===== config.mk =====
export PLATFORM = sky130hd
export DESIGN_NAME = filename_utf8_validator_core
export DESIGN_NICKNAME = d
export VERILOG_FILES = /design/src/rtl/fuv_pkg.sv /design/src/rtl/fuv_regs.sv /design/src/rtl/fuv_check.sv /design/src/rtl/filename_utf8_validator_core.sv
export SDC_FILE = /design/constraint.sdc
export NUM_CORES = 1
export LEC_CHECK = 0
export ABC_AREA = 1
export CORE_ASPECT_RATIO = 0.5
export CORE_UTILIZATION = 64
export CTS_CLUSTER_SIZE = 40
export DETAILED_ROUTE_END_ITERATION = 8
export DONT_BUFFER_PORTS = 1
export PLACE_DENSITY = 0.89
export SYNTH_ARGS = -nofsm -noshare
export SYNTH_HDL_FRONTEND = slang
export SYNTH_SLANG_ARGS = --single-unit

===== constraint.sdc =====
create_clock -name clk -period 3.4 [get_ports clk]
set_input_delay 0.17 -clock clk [delete_from_list [all_inputs] [get_ports clk]]
set_output_delay 0.17 -clock clk [all_outputs]
set_load 0.02 [all_outputs]

===== src/rtl/fuv_pkg.sv =====
package fuv_pkg;

  // Field widths of the two streaming channels and of the max_length register.
  localparam int BYTE_W   = 8;
  localparam int COUNT_W  = 13;
  localparam int CFG_W    = 12;

  // Configuration port geometry: one 32-bit register at byte address 0.
  localparam int APB_DATA_W = 32;
  localparam int APB_ADDR_W = 3;
  localparam int REG_IDX_W  = APB_ADDR_W - 2;

  localparam logic [REG_IDX_W-1:0] REG_MAX_LENGTH = 1'b0;

  // Name length limits. The limit in force is the smaller of the register
  // and LENGTH_LIMIT_MAX; LIMIT_W is wide enough for any value of the latter.
  localparam int LIMIT_W = 16;
  localparam logic [LIMIT_W-1:0] LENGTH_LIMIT_MAX  = 16'd4095;
  localparam logic [CFG_W-1:0]   MAX_LENGTH_RESET  = 12'd255;
  localparam logic [COUNT_W-1:0] COUNT_SAT         = 13'd4096;

  typedef struct packed {
    logic [BYTE_W-1:0] name_byte;
    logic              is_last;
    logic              is_empty;
  } item_t;

  typedef struct packed {
    logic               name_valid;
    logic [COUNT_W-1:0] name_length;
  } result_t;

endpackage


===== src/rtl/fuv_regs.sv =====
module fuv_regs (
  input  logic                              clk,
  input  logic                              rst,
  input  logic                              psel,
  input  logic                              penable,
  input  logic                              pwrite,
  input  logic [fuv_pkg::APB_ADDR_W-1:0]    paddr,
  input  logic [fuv_pkg::APB_DATA_W-1:0]    pwdata,
  output logic [fuv_pkg::APB_DATA_W-1:0]    prdata,
  output logic                              pready,
  output logic [fuv_pkg::CFG_W-1:0]         max_length
);

  logic [fuv_pkg::REG_IDX_W-1:0] reg_idx;
  logic                          wr_en;

  assign reg_idx = paddr[fuv_pkg::APB_ADDR_W-1:2];
  assign wr_en   = psel & penable & pwrite & pready;
  assign pready  = 1'b1;

  always_ff @(posedge clk) begin
    if (rst) begin
      max_length <= fuv_pkg::MAX_LENGTH_RESET;
    end else if (wr_en && reg_idx == fuv_pkg::REG_MAX_LENGTH) begin
      max_length <= pwdata[fuv_pkg::CFG_W-1:0];
    end
  end

  // Unmapped addresses read as zero.
  always_comb begin
    if (reg_idx == fuv_pkg::REG_MAX_LENGTH) begin
      prdata = {{(fuv_pkg::APB_DATA_W - fuv_pkg::CFG_W){1'b0}}, max_length};
    end else begin
      prdata = '0;
    end
  end

endmodule


===== src/rtl/fuv_check.sv =====
module fuv_check (
  input  logic                          clk,
  input  logic                          rst,
  input  logic                          step,
  input  fuv_pkg::item_t                item,
  input  logic [fuv_pkg::CFG_W-1:0]     max_length,
  output fuv_pkg::result_t              result
);

  localparam logic [7:0] CH_DOT   = 8'h2E;
  localparam logic [7:0] CH_SPACE = 8'h20;
  localparam logic [7:0] CH_LO_A  = 8'h61;
  localparam logic [7:0] CH_LO_Z  = 8'h7A;
  localparam logic [7:0] CH_ONE   = 8'h31;
  localparam logic [7:0] CH_NINE  = 8'h39;
  localparam logic [7:0] CASE_GAP = 8'h20;
  localparam logic [2:0] PREFIX_DEPTH = 3'd4;
  localparam logic [2:0] PREFIX_OVER  = 3'd5;
  localparam logic [20:0] CP_MAX      = 21'h10FFFF;
  localparam logic [20:0] SURR_LO     = 21'h00D800;
  localparam logic [20:0] SURR_HI     = 21'h00DFFF;

  // Per-name state, cleared at reset and after every result.
  logic [1:0]                 cont_left, cont_left_next;
  logic [20:0]                cp_acc, cp_acc_next;
  logic [1:0]                 min_class, min_class_next;
  logic                       err_seen, err_seen_next;
  logic [fuv_pkg::COUNT_W-1:0] byte_count, byte_count_next;
  logic [7:0]                 prefix_chars [4];
  logic [7:0]                 prefix_chars_next [4];
  logic [2:0]                 prefix_length, prefix_length_next;
  logic                       dot_seen, dot_seen_next;

  logic [7:0]                 b;
  logic [7:0]                 b_upper;
  logic [20:0]                cp_shift;
  logic [20:0]                cp_min;
  logic                       err_final;
  logic                       reserved;
  logic [fuv_pkg::LIMIT_W-1:0] limit;
  logic [fuv_pkg::LIMIT_W-1:0] count_wide;
  logic                       ok;

  assign b       = item.name_byte;
  assign b_upper = (b >= CH_LO_A && b <= CH_LO_Z) ? b - CASE_GAP : b;
  assign cp_shift = {cp_acc[14:0], b[5:0]};

  always_comb begin
    case (min_class)
      2'd0:    cp_min = 21'h000080;
      2'd1:    cp_min = 21'h000800;
      default: cp_min = 21'h010000;
    endcase
  end

  always_comb begin
    cont_left_next     = cont_left;
    cp_acc_next        = cp_acc;
    min_class_next     = min_class;
    err_seen_next      = err_seen;
    prefix_length_next = prefix_length;
    dot_seen_next      = dot_seen;
    for (int i = 0; i < 4; i++) begin
      prefix_chars_next[i] = prefix_chars[i];
    end

    byte_count_next = (byte_count < fuv_pkg::COUNT_SAT) ?
                      byte_count + 13'd1 : byte_count;

    // UTF-8 sequence tracking.
    if (cont_left == 2'd0) begin
      if (!b[7]) begin
        cont_left_next = 2'd0;
      end else if (b[7:5] == 3'b110) begin
        cont_left_next = 2'd1;
        cp_acc_next    = {16'd0, b[4:0]};
        min_class_next = 2'd0;
      end else if (b[7:4] == 4'b1110) begin
        cont_left_next = 2'd2;
        cp_acc_next    = {17'd0, b[3:0]};
        min_class_next = 2'd1;
      end else if (b[7:3] == 5'b11110) begin
        cont_left_next = 2'd3;
        cp_acc_next    = {18'd0, b[2:0]};
        min_class_next = 2'd2;
      end else begin
        err_seen_next = 1'b1;
      end
    end else begin
      if (b[7:6] != 2'b10) begin
        err_seen_next = 1'b1;
      end
      cp_acc_next    = cp_shift;
      cont_left_next = cont_left - 2'd1;
      if (cont_left == 2'd1) begin
        if (cp_shift < cp_min || cp_shift > CP_MAX ||
            (cp_shift >= SURR_LO && cp_shift <= SURR_HI)) begin
          err_seen_next = 1'b1;
        end
      end
    end

    // Characters that are never allowed in a name.
    if (b < 8'h20 || b inside {8'h3C, 8'h3E, 8'h3A, 8'h22, 8'h2F, 8'h5C, 8'h7C,
                               8'h3F, 8'h2A}) begin
      err_seen_next = 1'b1;
    end

    // Upper-cased stem before the first dot, kept for the device-name test.
    if (!dot_seen) begin
      if (b == CH_DOT) begin
        dot_seen_next = 1'b1;
      end else if (prefix_length < PREFIX_DEPTH) begin
        prefix_length_next = prefix_length + 3'd1;
        for (int i = 0; i < 4; i++) begin
          if (prefix_length[1:0] == 2'(i)) begin
            prefix_chars_next[i] = b_upper;
          end
        end
      end else begin
        prefix_length_next = PREFIX_OVER;
      end
    end
  end

  always_comb begin
    err_final = err_seen_next | (cont_left_next != 2'd0) | (b == CH_DOT) | (b == CH_SPACE);

    reserved = 1'b0;
    if (prefix_length_next == 3'd3) begin
      reserved = ({prefix_chars_next[0], prefix_chars_next[1], prefix_chars_next[2]} == "CON") ||
                 ({prefix_chars_next[0], prefix_chars_next[1], prefix_chars_next[2]} == "PRN") ||
                 ({prefix_chars_next[0], prefix_chars_next[1], prefix_chars_next[2]} == "AUX") ||
                 ({prefix_chars_next[0], prefix_chars_next[1], prefix_chars_next[2]} == "NUL");
    end else if (prefix_length_next == PREFIX_DEPTH) begin
      reserved = (({prefix_chars_next[0], prefix_chars_next[1], prefix_chars_next[2]} == "COM") ||
                  ({prefix_chars_next[0], prefix_chars_next[1], prefix_chars_next[2]} == "LPT")) &&
                 prefix_chars_next[3] >= CH_ONE && prefix_chars_next[3] <= CH_NINE;
    end

    limit = ({{(fuv_pkg::LIMIT_W - fuv_pkg::CFG_W){1'b0}}, max_length} >
             fuv_pkg::LENGTH_LIMIT_MAX) ? fuv_pkg::LENGTH_LIMIT_MAX :
            {{(fuv_pkg::LIMIT_W - fuv_pkg::CFG_W){1'b0}}, max_length};
    count_wide = {{(fuv_pkg::LIMIT_W - fuv_pkg::COUNT_W){1'b0}}, byte_count_next};

    ok = !err_final && (byte_count_next != '0) && (count_wide <= limit) && !reserved;

    if (item.is_empty) begin
      result.name_valid  = 1'b0;
      result.name_length = '0;
    end else begin
      result.name_valid  = ok;
      result.name_length = byte_count_next;
    end
  end

  always_ff @(posedge clk) begin
    if (rst || (step && (item.is_last || item.is_empty))) begin
      cont_left     <= '0;
      cp_acc        <= '0;
      min_class     <= '0;
      err_seen      <= 1'b0;
      byte_count    <= '0;
      prefix_length <= '0;
      dot_seen      <= 1'b0;
      for (int i = 0; i < 4; i++) begin
        prefix_chars[i] <= '0;
      end
    end else if (step) begin
      cont_left     <= cont_left_next;
      cp_acc        <= cp_acc_next;
      min_class     <= min_class_next;
      err_seen      <= err_seen_next;
      byte_count    <= byte_count_next;
      prefix_length <= prefix_length_next;
      dot_seen      <= dot_seen_next;
      for (int i = 0; i < 4; i++) begin
        prefix_chars[i] <= prefix_chars_next[i];
      end
    end
  end

  a_clear_after_result: assert property (@(posedge clk) disable iff (rst)
    step && (item.is_last || item.is_empty) |=>
      byte_count == '0 && cont_left == 2'd0 && !err_seen && prefix_length == 3'd0)
    else $error("name state not cleared after a result");

  a_prefix_range: assert property (@(posedge clk) disable iff (rst)
    prefix_length <= PREFIX_OVER)
    else $error("prefix length out of range");

endmodule


===== src/rtl/filename_utf8_validator_core.sv =====
// Channel   Beat                      Handshake                   Direction
// item      name_byte,is_last,is_empty item_valid / item_ready    in
// result    name_valid,name_length    result_valid / result_ready out
// config    max_length (addr 0x0)     psel/penable/pwrite/pready  in (APB-style)
//
// One byte beat is accepted every cycle while the output side keeps up.
// A beat is registered on acceptance and checked in the following cycle by the
// name checker. Its result is loaded into the result register as the last or
// empty beat leaves the input register.
// Reset (rst, synchronous) clears all name state and sets max_length to 255.
// A result waiting on result_ready holds the stage that feeds it only when
// that stage also carries a result; plain bytes keep flowing.
module filename_utf8_validator_core (
  input  logic                              clk,
  input  logic                              rst,
  input  logic                              item_valid,
  output logic                              item_ready,
  input  fuv_pkg::item_t                    item,
  output logic                              result_valid,
  input  logic                              result_ready,
  output fuv_pkg::result_t                  result,
  input  logic                              psel,
  input  logic                              penable,
  input  logic                              pwrite,
  input  logic [fuv_pkg::APB_ADDR_W-1:0]    paddr,
  input  logic [fuv_pkg::APB_DATA_W-1:0]    pwdata,
  output logic [fuv_pkg::APB_DATA_W-1:0]    prdata,
  output logic                              pready
);

  // Input register: holds the beat being checked this cycle.
  logic             s1_valid;
  fuv_pkg::item_t   s1_item;
  logic             s1_emits;
  logic             s1_go;

  logic [fuv_pkg::CFG_W-1:0] max_length;
  fuv_pkg::result_t          chk_result;

  fuv_regs u_regs (
    .clk        (clk),
    .rst        (rst),
    .psel       (psel),
    .penable    (penable),
    .pwrite     (pwrite),
    .paddr      (paddr),
    .pwdata     (pwdata),
    .prdata     (prdata),
    .pready     (pready),
    .max_length (max_length)
  );

  // The checker updates its per-name state on s1_go and presents the result
  // of the beat in s1 combinationally.
  fuv_check u_check (
    .clk        (clk),
    .rst        (rst),
    .step       (s1_go),
    .item       (s1_item),
    .max_length (max_length),
    .result     (chk_result)
  );

  // Only last and empty beats produce a result. Such a beat can leave the
  // input register only when the result register is free or being emptied.
  assign s1_emits   = s1_item.is_last | s1_item.is_empty;
  assign s1_go      = s1_valid && (!s1_emits || !result_valid || result_ready);
  assign item_ready = !s1_valid || s1_go;

  always_ff @(posedge clk) begin
    if (rst) begin
      s1_valid <= 1'b0;
    end else if (item_valid && item_ready) begin
      s1_valid <= 1'b1;
    end else if (s1_go) begin
      s1_valid <= 1'b0;
    end
  end

  always_ff @(posedge clk) begin
    if (item_valid && item_ready) begin
      s1_item <= item;
    end
  end

  // Result register: a finished result waits here for result_ready.
  always_ff @(posedge clk) begin
    if (rst) begin
      result_valid <= 1'b0;
    end else if (s1_go && s1_emits) begin
      result_valid <= 1'b1;
    end else if (result_ready) begin
      result_valid <= 1'b0;
    end
  end

  always_ff @(posedge clk) begin
    if (s1_go && s1_emits) begin
      result <= chk_result;
    end
  end

  // A result-bearing beat must not advance over a stalled result.
  a_hold_on_stall: assert property (@(posedge clk) disable iff (rst)
    s1_valid && s1_emits && result_valid && !result_ready |=> s1_valid)
    else $error("result beat advanced over a stalled result");

  // Back-pressure on the input only ever comes from a full input register.
  a_ready_source: assert property (@(posedge clk) disable iff (rst)
    !item_ready |-> s1_valid)
    else $error("item_ready low with an empty input register");

  // An accepted name is never empty and never beyond the hard limit.
  a_valid_length: assert property (@(posedge clk) disable iff (rst)
    result_valid && result.name_valid |->
      result.name_length != '0 &&
      {{(fuv_pkg::LIMIT_W - fuv_pkg::COUNT_W){1'b0}}, result.name_length} <=
        fuv_pkg::LENGTH_LIMIT_MAX)
    else $error("valid name with an impossible length");

endmodule


; ---- Word-level counts from Yosys, hierarchy flattened
; Memory sizes are Yosys's and may differ from the RTL's.
; Index checks and enable logic that the tools add are counted.
[word_totals]
out_inout_bits = 49
word_cells = 166
mem_bits_rw = 32
memories = 1
register_bits = 75
[classes]
n_bitwise = 11
add_sub_neg = 4
mux = 53
order_cmp = 12
n_eq_ne = 30
n_reduce_logical = 40
[memory_table]
columns = name, depth, width, rd, rd_clocked_by_memory_dff, write_ports, line
row1 = u_check.prefix_chars, 4, 8, 4, 0, 4, fuv_check.sv:29  ; logic [7:0] prefix_chars [4];
[ops]
columns = cell, count
row1 = 24-bit by 23-bit == test with 1-bit output (second input constant), 6
row2 = 32-bit two-way mux, 3
row3 = 15-bit two-way mux, 5
row4 = 8-bit by 6-bit == test with 1-bit output (second input constant), 9
row5 = 8-bit two-way mux, 9
row6 = 17-bit one-hot mux with 2 select lines, 1
row7 = 1-bit two-way mux, 22
row8 = 21-bit by 16-bit >= comparator with 1-bit output (second input constant), 1
row9 = 21-bit greater-than comparator (second input constant), 1
row10 = 21-bit by 16-bit less-or-equal comparator with 1-bit output (second input constant), 1
row11 = 21-bit by 17-bit < comparator with 1-bit output, 1
row12 = 8-bit by 7-bit == test with 1-bit output (second input constant), 2
row13 = 2-bit two-way mux, 8
row14 = 13-bit by 1-bit adder with 13-bit output (second input constant), 1
row15 = 13-bit by 12-bit less-or-equal comparator with 1-bit output, 1
row16 = 13-bit < comparator (second input constant), 1
row17 = 13-bit two-way mux, 1
row18 = 13-bit nonzero test, 1
row19 = 1-bit logical AND, 12
row20 = 1-bit logical OR, 12
row21 = 12-bit two-way mux, 1
row22 = 3-bit two-way mux, 3
row23 = 9-bit nonzero test, 1
row24 = 8-bit by 6-bit >= comparator with 1-bit output (second input constant), 1
row25 = other kinds (25), 46

; ---- Longest topological paths before layout
[depth]
depth_word = 16
ltp_mapped = 19
ltp_nobuf = 19

; ---- Modules after synthesis
; Synthesis repeated with hierarchy kept, for this count alone.
[hier_totals]
cells_unflattened = 884
area_unflattened_um2 = 6505.0
[modules_own_cells]
columns = module, cells_each, seq_area_each_um2, area_per_inst_um2, n_inst
row1 = fuv_check, 728, 1701.6, 4927.2, 1
row2 = filename_utf8_validator_core, 41, 760.7, 847.1, 1
row3 = fuv_regs, 115, 240.2, 730.7, 1

; ---- Worst setup path after synthesis
; Ideal clock, no wire load.
[synth_timing]
path_kind = flip-flop to flip-flop
from = register s1_item[0] (netlist name)
to = memory u_check.prefix_chars[0][0], enable pin
stages_incl_launch_ff = 7
setup_slack_ns = 0.662
arrival_ns = 2.329
period_less_slack_ns = 2.738
cell_sequence = edfxtp_1 -> nor2_1 -> nor2_1 -> nor2_1 -> clkinv_1 -> nand2_1 -> buf_1
[synth_rtl]
columns = element, line
row1 = from (decl), filename_utf8_validator_core.sv:33  ; fuv_pkg::item_t s1_item;
row2 = from (signal assigned), filename_utf8_validator_core.sv:82  ; s1_item <= item;
row3 = to (decl), fuv_check.sv:29

; ---- Worst setup path in the final report
[layout_timing]
from = register u_check.byte_count[1] (netlist name)
to = register result[13] (netlist name), data pin
[layout_via]
elab_chain_cells = 6
elab_cells_between_ends = 8
classes_between = add/sub (1) / order compare (2) / mux (1) / reduce/logical (4)
[layout_lines]
columns = element, line
row1 = from (decl), fuv_check.sv:28  ; logic [fuv_pkg::COUNT_W-1:0] byte_count, byte_count_next;
row2 = from (signal assigned), fuv_check.sv:174  ; byte_count <= byte_count_next;
row3 = 13-bit by 1-bit adder with 13-bit output or 13-bit < comparator (tied branches), "fuv_check.sv:68, fuv_check.sv:67"
row4 = 13-bit two-way mux *, fuv_check.sv:67  ; byte_count_next = (byte_count < fuv_pkg::COUNT_SAT) ?
row5 = "net u_check.byte_count_next, one bit", fuv_check.sv:28
row6 = "parallel branches: the longest is 2 deep, another holds 13-bit by 12-bit less-or-equal comparator with 1-bit output", n/a
row7 = 1-bit logical AND * (2 in series), fuv_check.sv:146  ; ok = !err_final && (byte_count_next != '0) && (count_wide <= limit) && !reserved;
row8 = to (signal assigned), filename_utf8_validator_core.sv:99  ; result <= chk_result;
row9 = to (decl), filename_utf8_validator_core.sv:21  ; output fuv_pkg::result_t result,
; Mark *: on every way through the listed nets, which the timed path passes.
; A chain may end at the register's enable or synchronous reset.

==> flow_metrics.tcl <==
set metrics [dict create \
    required_ns 3.50 \
    timing.final.max_slew_violations 0 \
    nets 899 \
    dr.pass1.iters 5 \
    place.port_buffers 0 \
    post_cts.repair.setup_buffers 0 \
    initial_antenna_violation_count 0 \
    top_level_port_count 101 \
    detailed_place_hpwl_um 10030 \
    synth_edf_count 56 \
    mappedNetlistArea_mm2 0.006175 \
    h_tree_level_count 3 \
    finalClockSkew_ns 0.008652 \
    largest_family_of_logic_cells_by_synthesized_area "simple AND/OR/NAND/NOR gates" \
    aggregate_negative_setup_slack_ns 0 \
    post_synth_inst_count 808 \
    hold_viol_final 0 \
    route.detailed.drc 0 \
    final_period_minus_worst_setup_slack_ns 3.034 \
    cell_internal_pwr_uw 2056 \
    gp_routability_congestion 0.8918 \
    whs_path_depth 2 \
    route.vias.total 5533 \
    synth-adder-area-share_pct 4.661 \
    pleak_uw 0.002944 \
    vdd.ir_drop.worst_mv 0.3296 \
    async_reset_ff_share_pct 0 \
    detail_route.wl_per_cell_um 15.67 \
    power_uw 2879 \
    grt_pass1_vias 5168 \
    clock_sink_count 107 \
    switchingPower_uw 822.9 \
    r2r.worst_path.cells 18 \
    area_delta_synth_final_pct 8.531 \
    antenna-diode-count 0 \
    die-width_um 140.9 \
    synth_mux_area_share_pct 0 \
    first_iter_violations 466 \
    floorplan.die_area_mm2 0.01007 \
    grt_remaining_overflow 0 \
    height_of_the_die_um 71.46 \
    part_of_the_yosys_area_used_for_sequential_elements_pct 43.77 \
    coreArea_mm2 0.009039 \
    synth-seq-cells 107 \
    pwr_per_cell_area_mw_per_mm2 429.6 \
    r2r-start "u_check.byte_count[1]" \
    worst_ep_arrival_time_ns 3.13 \
    synth-xor-area-share_pct 0.8511 \
    grt_setup_unrepaired "false" \
    worst_hold_endpoint "s1_valid" \
    area_fraction_in_compound_gates_after_synthesis_pct 10.15 \
    power_frac_clock_pct 36.5 \
    synthesis.yosys.warnings 0 \
    maxClockFrequency_ghz 0.3296 \
    power.share.sequential_pct 50.4 \
    main_synth_ff_type "edfxtp_1" \
    worst_pin_slew_ns 0.6552 \
    reg2reg_slack_ns 0.37 \
    max_cap_violations 0 \
    power.share.switching_pct 28.58 \
    tritoncts.num_buffers 9 \
    detail_route.vias_per_cell 5.770 \
    share_comb_of_total_power_pct 13.1 \
    clk_root_buffer_cell "clkbuf_16" \
    timing.rr.end "result[13]" \
    synth_top_area_cell "edfxtp_1" \
    drive_gt1_share_pct 6.996 \
    min_period_over_period_pct 89.23 \
    antenna_violation_net_count_after_detailed_routing 0 \
    fillerInstances 628 \
    outcome "finished clean" \
    worstHoldPathType "in -> reg" \
    global_route.usage.total_pct 30.91 \
    synth_simple_gate_area_share_pct 29.24 \
    synth.top_cells.by_area "edfxtp_1, dfxtp_1, nand2_1" \
    largest_net_degree_at_the_start_of_global_routing 47 \
    clkTransAtPathRegs_ns 0.08 \
    syn_area_per_cell_um2 7.642 \
    synth_top_area_share_pct 27.23 \
    ctsLongestPathBuffers 2 \
    synth_cell_type_count 45 \
    starting_density_of_the_core_pct 68.31 \
    floorplan.rows 24 \
    route.final.wire_length_um 15030 \
    worst_hold_startpoint "item_valid" \
    worstSkewPairLatency_ns 0.36 \
    slew_headroom_pct 56.16 \
    finish_stage_setup_viols 0 \
    timing_worst_setup_path_type "reg -> reg" \
    worst-path-max-fanout 4 \
    critPathCaptureType "flop" \
    cts_tree "yes" \
    grt_first_pass_wirelength_um 24150 \
    crit_path_start_kind "flop" \
]
[registers in the layout (all words and copies together) (netlist names), 2 cells and up]
| register | count |
|---|---|
| u_check.byte_count | 13 |
| u_check.prefix_chars | 32 |
| u_check.cont_left | 2 |
| u_check.prefix_length | 3 |
| result | 14 |
| s1_item | 10 |
| u_check.cp_acc | 15 |
| u_check.min_class | 2 |
| u_regs.max_length | 12 |
[worst max-delay path, stage by stage (launching register included)]
cell     delay (ns)
dfxtp_1        0.38
ha_1           0.19
nand3_1        0.12
nor2_1         0.14
nand3_1        0.14
nor2_1         0.16
xor2_1         0.32
ha_1           0.21
inv_1          0.06
nor3_1         0.27
o21ai_0        0.15
a21oi_1        0.15
o21ai_0        0.09
nand2_1        0.07
nand2_1        0.06
nand3_1        0.10
nor2_1         0.06
nand2_1        0.07
nor2_1         0.06
[metal layers]
metal | vias up | global-route usage (%) | share of wire, %
li1 | 2648 | - | -
met1 | 2556 | 36.62 | 41
met2 | 280 | 53.51 | 48
met3 | 49 | 7.620 | 7.6
met4 | 0 | 15.58 | 3.4
met5 | - | 0 | 0
[worst max path at each step]
| stage | startpoint | end | slack (ns) | cells past startpoint |
|---|---|---|---|---|
| CTS | u_check.byte_count[1] | result[13] | 0.42 | 16 |
| floorplan | s1_item[0] | u_check.prefix_chars[0][0] | 0.66 | 6 |
| global route | u_check.byte_count[0] | result[13] | 0.06 | 18 |
| global placement | u_check.byte_count[1] | result[13] | 0.65 | 16 |
| detailed placement | u_check.byte_count[1] | result[13] | 0.47 | 18 |
| finish | u_check.byte_count[1] | result[13] | 0.37 | 18 |
[final cells by class]
class	count	area [µm²]	area share, %
flip-flops and latches	107	2703	40.33
well taps	130	162.7	2.427
clock inverters	6	53.80	0.8028
multi-input cells	563	2859	42.66
clock buffers	10	239.0	3.566
inverters	117	441.7	6.591
repair buffers	26	242.7	3.622
[metrics by stage]
| stage | utilization [%] | setup WS [ns] | area (µm²) | cells | hold WS (ns) |
|---|---|---|---|---|---|
| 2_1_floorplan | - | 0.6619 | 6246 | 827 | 0.2391 |
| 3_3_place_gp | 68.72 | 0.6521 | 6211 | 924 | 0.2416 |
| 3_5_place_dp | 68.72 | 0.4746 | 6211 | 924 | 0.2431 |
| 4_1_cts | 74.06 | 0.4160 | 6694 | 959 | 0.005974 |
| 5_1_grt | 74.14 | 0.05926 | 6701 | 959 | 0.005441 |
| 6_report | 74.14 | 0.3663 | 6701 | 959 | 0.006154 |
[cells by family after synthesis]
logic type / after synthesis
AO/OA/AOI/OAI: 110
XOR/XNOR: 6
adder cells (fa/ha/maj): 23
buffers and inverters: 157
flip-flops: 107
other: 2
AND/OR/NAND/NOR: 403
[Yosys cell counts (11+ instances only)]
library cell,instances
inv_1,104
o22ai_1,14
buf_4,23
ha_1,23
nand4_1,24
a21oi_1,37
nor3_1,15
nand3_1,35
nor2_1,113
dfxtp_1,51
nand2_1,178
o21ai_0,34
o211ai_1,11
edfxtp_1,56
[placed cells by master (no fill, tap or decap), types with 7 or more instances in the layout]
master / n
nand2_1: 178
nor2_1: 113
inv_1: 104
edfxtp_1: 56
dfxtp_1: 51
a21oi_1: 37
nand3_1: 35
o21ai_0: 34
nand4_1: 24
ha_1: 23
conb_1: 21
dlygate4sd3_1: 19
nor3_1: 15
o22ai_1: 14
o211ai_1: 11
inv_2: 10
clkbuf_16: 9
nand2_2: 8
buf_4: 7
[power by group through the flow]
| stage | Combinational [µW] | Clock, µW | Sequential [µW] |
|---|---|---|---|
| 3_5_place_dp | 344 | 0 | 1480 |
| 2_1_floorplan | 295 | 0 | 1470 |
| 5_1_grt | 414 | 1090 | 1460 |
| 3_3_place_gp | 333 | 0 | 1480 |
| 6_report | 376 | 1050 | 1450 |
| 4_1_cts | 366 | 1050 | 1450 |
[repair_timing]
action,in CTS,in global routing
resized for setup,0,1
hold endpoints to repair,20,0
hold buffers,19,0
endpoints found under the setup margin,0,1
Power figures use the tool's default switching activity.
